$ cat src/rtl/assert_macros.svh
// ---------------------------------------------------------------------------
// assert_macros.svh
// Shared concurrent assertion macros. Each expects clk and rst_n in scope.
// ---------------------------------------------------------------------------
`ifndef ASSERT_MACROS_SVH
`define ASSERT_MACROS_SVH

// Condition holds on every edge outside reset
`define NFAEC_ASSERT_ALWAYS(lbl, cond, msg) \
  lbl: assert property (@(posedge clk) disable iff (!rst_n) (cond)) else $error(msg);

// Antecedent implies consequent in the same cycle
`define NFAEC_ASSERT_IMPLY(lbl, ante, cons, msg) \
  lbl: assert property (@(posedge clk) disable iff (!rst_n) (ante) |-> (cons)) \
    else $error(msg);

// Antecedent implies consequent in the next cycle
`define NFAEC_ASSERT_NEXT(lbl, ante, cons, msg) \
  lbl: assert property (@(posedge clk) disable iff (!rst_n) (ante) |=> (cons)) \
    else $error(msg);

`endif

$ cat src/rtl/nfaec_pkg.sv
// ---------------------------------------------------------------------------
// nfaec_pkg
// Types, codes and default sizes shared by the epsilon-closure block.
// ---------------------------------------------------------------------------
`default_nettype none

package nfaec_pkg;

  // Field widths fixed by the stream format
  localparam int STATE_W  = 6;
  localparam int LABEL_W  = 8;
  localparam int ACTION_W = 2;
  localparam int STATUS_W = 2;

  // Default table sizes
  localparam int NUM_STATES_DEF    = 64;
  localparam int MAX_EPS_EDGES_DEF = 16;

  // A walk stops emitting after this many members
  localparam int MAX_RESULTS = 63;
  localparam int RES_W       = 6;

  // Epsilon label after reset ('#')
  localparam logic [LABEL_W-1:0] EPS_RESET = 8'd35;

  // Item kinds
  localparam logic [ACTION_W-1:0] ACT_ADD   = 2'd0;
  localparam logic [ACTION_W-1:0] ACT_QUERY = 2'd1;
  localparam logic [ACTION_W-1:0] ACT_CLEAR = 2'd2;

  // Result status codes
  localparam logic [STATUS_W-1:0] RES_MEMBER = 2'd0;
  localparam logic [STATUS_W-1:0] RES_EMPTY  = 2'd1;
  localparam logic [STATUS_W-1:0] RES_FULL   = 2'd2;
  localparam logic [STATUS_W-1:0] RES_DROP   = 2'd3;

  // Controller to datapath commands
  typedef struct packed {
    logic load_item;   // capture the accepted input beat
    logic add_exec;    // run an add and post its result
    logic clear_exec;  // empty all lists and post the ack
    logic q_start;     // clear visited map, seed the walk
    logic rd_edge;     // read next successor of the top state
    logic rd_pop;      // read parent level from the walk stack
    logic pop_load;    // restore top from the walk stack
    logic take_edge;   // record a new member, push it
    logic finish;      // post the last beat of a query
  } cmd_t;

  // Datapath to controller status
  typedef struct packed {
    logic [ACTION_W-1:0] action;
    logic src_ok;      // start state in range
    logic pos_done;    // top state's list exhausted
    logic depth_one;   // only the start level remains
    logic n_full;      // member limit reached
    logic edge_new;    // successor just read is unvisited
    logic pend_valid;  // a member is held back for is_last
    logic out_free;    // output register can take a beat
  } stat_t;

endpackage

`default_nettype wire

$ cat src/rtl/nfaec_ctrl.sv
// ---------------------------------------------------------------------------
// nfaec_ctrl
// Sequencer for add, clear and depth-first closure walk.
// ---------------------------------------------------------------------------
`default_nettype none

module nfaec_ctrl (
  input  logic             clk,
  input  logic             rst_n,
  input  logic             in_valid,
  output logic             in_ready,
  input  nfaec_pkg::stat_t stat,
  output nfaec_pkg::cmd_t  cmd
);
  import nfaec_pkg::*;

  localparam logic [2:0] S_IDLE     = 3'd0;
  localparam logic [2:0] S_DISPATCH = 3'd1;
  localparam logic [2:0] S_WALK     = 3'd2;
  localparam logic [2:0] S_EDGE     = 3'd3;
  localparam logic [2:0] S_POP      = 3'd4;
  localparam logic [2:0] S_FINISH   = 3'd5;

  logic [2:0] state_r;
  logic [2:0] state_nxt;

  assign in_ready = (state_r == S_IDLE);

  // Next state and commands
  always_comb begin
    state_nxt = state_r;
    cmd       = '0;
    case (state_r)
      S_IDLE: begin
        if (in_valid) begin
          cmd.load_item = 1'b1;
          state_nxt     = S_DISPATCH;
        end
      end
      S_DISPATCH: begin
        case (stat.action)
          ACT_ADD: begin
            if (stat.out_free) begin
              cmd.add_exec = 1'b1;
              state_nxt    = S_IDLE;
            end
          end
          ACT_CLEAR: begin
            if (stat.out_free) begin
              cmd.clear_exec = 1'b1;
              state_nxt      = S_IDLE;
            end
          end
          ACT_QUERY: begin
            cmd.q_start = 1'b1;
            state_nxt   = stat.src_ok ? S_WALK : S_FINISH;
          end
          default: begin
            state_nxt = S_IDLE;
          end
        endcase
      end
      S_WALK: begin
        if (stat.n_full) begin
          state_nxt = S_FINISH;
        end else if (!stat.pos_done) begin
          cmd.rd_edge = 1'b1;
          state_nxt   = S_EDGE;
        end else if (stat.depth_one) begin
          state_nxt = S_FINISH;
        end else begin
          cmd.rd_pop = 1'b1;
          state_nxt  = S_POP;
        end
      end
      S_EDGE: begin
        // held-back member goes out first, so wait for a free slot
        if (!stat.edge_new) begin
          state_nxt = S_WALK;
        end else if (!stat.pend_valid || stat.out_free) begin
          cmd.take_edge = 1'b1;
          state_nxt     = S_WALK;
        end
      end
      S_POP: begin
        cmd.pop_load = 1'b1;
        state_nxt    = S_WALK;
      end
      S_FINISH: begin
        if (stat.out_free) begin
          cmd.finish = 1'b1;
          state_nxt  = S_IDLE;
        end
      end
      default: begin
        state_nxt = S_IDLE;
      end
    endcase
  end

  // State register
  always_ff @(posedge clk) begin
    if (!rst_n) begin
      state_r <= S_IDLE;
    end else begin
      state_r <= state_nxt;
    end
  end

endmodule

`default_nettype wire

$ cat config.mk
export PLATFORM = sky130hd
export DESIGN_NAME = nfaec_ctrl
export DESIGN_NICKNAME = d
export VERILOG_FILES = /design/src/rtl/assert_macros.svh /design/src/rtl/nfaec_pkg.sv /design/src/rtl/nfaec_ctrl.sv
export SDC_FILE = /design/constraint.sdc
export NUM_CORES = 1
export LEC_CHECK = 0
export BUFFER_PORTS_ARGS = -buffer_cell sky130_fd_sc_hd__buf_2
export CORE_AREA = 2 2 39 41
export CTS_BUF_LIST = sky130_fd_sc_hd__clkbuf_8
export CTS_CLUSTER_SIZE = 30
export DETAILED_ROUTE_END_ITERATION = 6
export DIE_AREA = 0 0 41 43
export MAX_ROUTING_LAYER = met4
export PLACE_DENSITY = 0.62
export SLEW_MARGIN = 0
export SYNTH_ARGS = -nofsm -noshare
export SYNTH_HDL_FRONTEND = slang
export SYNTH_SLANG_ARGS = --single-unit
$ cat constraint.sdc
create_clock -name clk -period 1.65 [get_ports clk]
set_input_delay 0.33 -clock clk [delete_from_list [all_inputs] [get_ports clk]]
set_output_delay 0.33 -clock clk [all_outputs]
set_load 0.02 [all_outputs]
==> out/summary.txt <==
crit path capture type: output pin
Die W: 41 um
DRC: 0
crit start category: flop
Global Route Usage Sum: 0.121
Gate Count Post-Synth: 44
CP Data Required Time: 1320 ps
Detail Route Antenna Nets: 0
Clock Latency Late Sink: 210 ps
grt met3 use: 0.0471
critical path class: reg -> out
grt ovf: 0
GR peak layer: met2
LEAKAGE: 0.252 nW
Longest Clk Path Bufs: 2
critical path cell sequence: nor3b_4 -> nor4bb_4 -> buf_4
Slowest cell on crit path: dfxtp_2
CP delay by family, top: simple AND/OR/NAND/NOR gates
DP HPWL: 698 um
Slew @ Worst Pin: 251 ps
Layout area overhead: 54.5%
ys flop type: dfxtp_1
Final Hold Viols: 0
crit path from: state_r[1]$_SDFFE_PN0P_
register area share after synthesis: 0.182
min-delay worst type: in -> reg
run status: finished clean
Die H: 43 um
vias in the first global route: 363
RR Startpoint: state_r[0]$_SDFFE_PN0P_
Layout Cells excl Fill: 83
most frequent cells in the layout: buf_2 (20), nor2_1 (4)
PwrDens: 787 mW/mm^2
vias post-DR: 393
Routed WL: 889 um
synth unique cells: 28
Via density: 4.73
Antenna Diode Count: 0
unrepaired setup endpoints after global routing: false
Seq cells post-synth: 3
Max Freq: 632 MHz
TritonCTS clock tree: built
Finished Cell Area: 510 sq um
placed cell area: 439 sq um
first-pass GRT wire length: 1.48 mm
stages on the worst setup path: 3
Starting Density: 0.239
WL per Instance: 10.7 um
max cap viols: 0
synth warn: 0
CTS HTree Levels: 1
# setup viols final: 0
drt first pass iters: 3
share of flip-flops with an asynchronous set or reset: 0
worst vdd ir: 0.594 mV
placed insts: 79
M1 GR Usage: 0.157
hold_sp: rst_n
DR iter-0 viols: 4
Cell Area, Synth: 330 sq um
setup_tns: 0 ps
commonest non-fill, non-tap cell in the layout: buf_2
Post-layout nets: 80
R2R Setup Slk: 510 ps
layout filler cell count: 152
largest net degree at the start of global routing: 12
CP max FO: 11
Die Area: 0.00176 sq mm
Synth Area per Inst: 7.51 sq um
CP arrival: 1250 ps
number of top-level pins: 22
Final GP Congestion: 0.750
std cell rows: 14
share of layout cells above drive strength 1: 0.478
Slew Limit Headroom: 0.832
initial antenna violation count: 0
period utilization: 0.959
Tmin final: 1580 ps
met2 usage: 0.178
CP max stage delay: 370 ps
Synth area leader: dfxtp_1
syn nets: 56
worst clock skew: 1.08 ps
clk slew on worst S/H paths: 30 ps
placeable core area: 0.00138 sq mm
# clock sinks: 3
Critical Path Sink: cmd[7]
Yosys top cell area share: 0.182
postcts setup bufs: 0
Pins Over Slew Limit: 0
Root Driver: clkbuf_8
most flop-heavy register: state_r
Register-to-Register Path Depth: 4
largest cells by area after synthesis: dfxtp_1 (18%), nor3b_1 (6.8%), nor3b_4 (5.7%)
PortBufs: 21
CTS Buf Count: 3
top flop regs: state_r x3
EDFF count, synth: 0
worst r2r dst: state_r[0]$_SDFFE_PN0P_
max reg flops: 3
CP bufs+invs: 1
==> worst min-delay path by stage <==
stage / cells past startpoint / end
global route: 2 / state_r[2]$_SDFFE_PN0P_
floorplan: 1 / state_r[2]$_SDFFE_PN0P_
CTS: 2 / state_r[2]$_SDFFE_PN0P_
global placement: 2 / state_r[2]$_SDFFE_PN0P_
detailed placement: 2 / state_r[2]$_SDFFE_PN0P_
finish: 2 / state_r[2]$_SDFFE_PN0P_
==> Yosys cell counts, drive strengths merged, types with 2 or more instances <==
library cell	number
a21oi	2
and3	2
buf	2
dfxtp	3
inv	2
nand2	3
nand3b	2
nor2	4
nor3	3
nor3b	4
o21ai	2
or2	2
==> cell type report <==
class / count / area (sq um) / area share
clock buffers: 3 / 41.3 / 0.0809
clock inverters: 1 / 3.75 / 0.00735
inverters: 2 / 7.51 / 0.0147
multi-input cells: 37 / 264 / 0.517
flip-flops and latches: 3 / 66.3 / 0.130
well taps: 16 / 20.0 / 0.0392
repair buffers: 21 / 108 / 0.211
==> layer usage <==
layer  share of wire  vias up
met3           0.073        0
met5               0        -
li1                -      209
met2            0.48       15
met4               0        0
met1            0.44      169
==> what timing repair did <==
action	CTS	global route
setup endpoints to repair	3	3
gates resized for setup	2	6
pin swaps	0	0
hold buffers	0	0
==> cell families (layout without fill, tap and decap cells) <==
kind of cell,Yosys count,after routing,share of synthesized area
buf+inv,4,27,0.0720
simple gates,27,27,0.545
compound gates,10,10,0.201
flops,3,3,0.182
==> where the power goes <==
| part | internal [mW] | switching, mW |
|---|---|---|
| Combinational | 0.0553 | 0.0522 |
| Clock | 0.158 | 0.0453 |
| Sequential | 0.0792 | 0.0119 |
==> per-stage QoR <==
stage / power (mW) / setup WS, ps / utilization / hold WS (ps)
after floorplan: 0.159 / 25.7 / - / 447
after global placement: 0.188 / 217 / 0.317 / 569
after detailed placement: 0.190 / 166 / 0.317 / 574
after CTS: 0.401 / 5.57 / 0.352 / 352
after global routing: 0.431 / 3.51 / 0.369 / 368
final: 0.402 / 66.9 / 0.369 / 357
(Power assumes the default switching activity.)
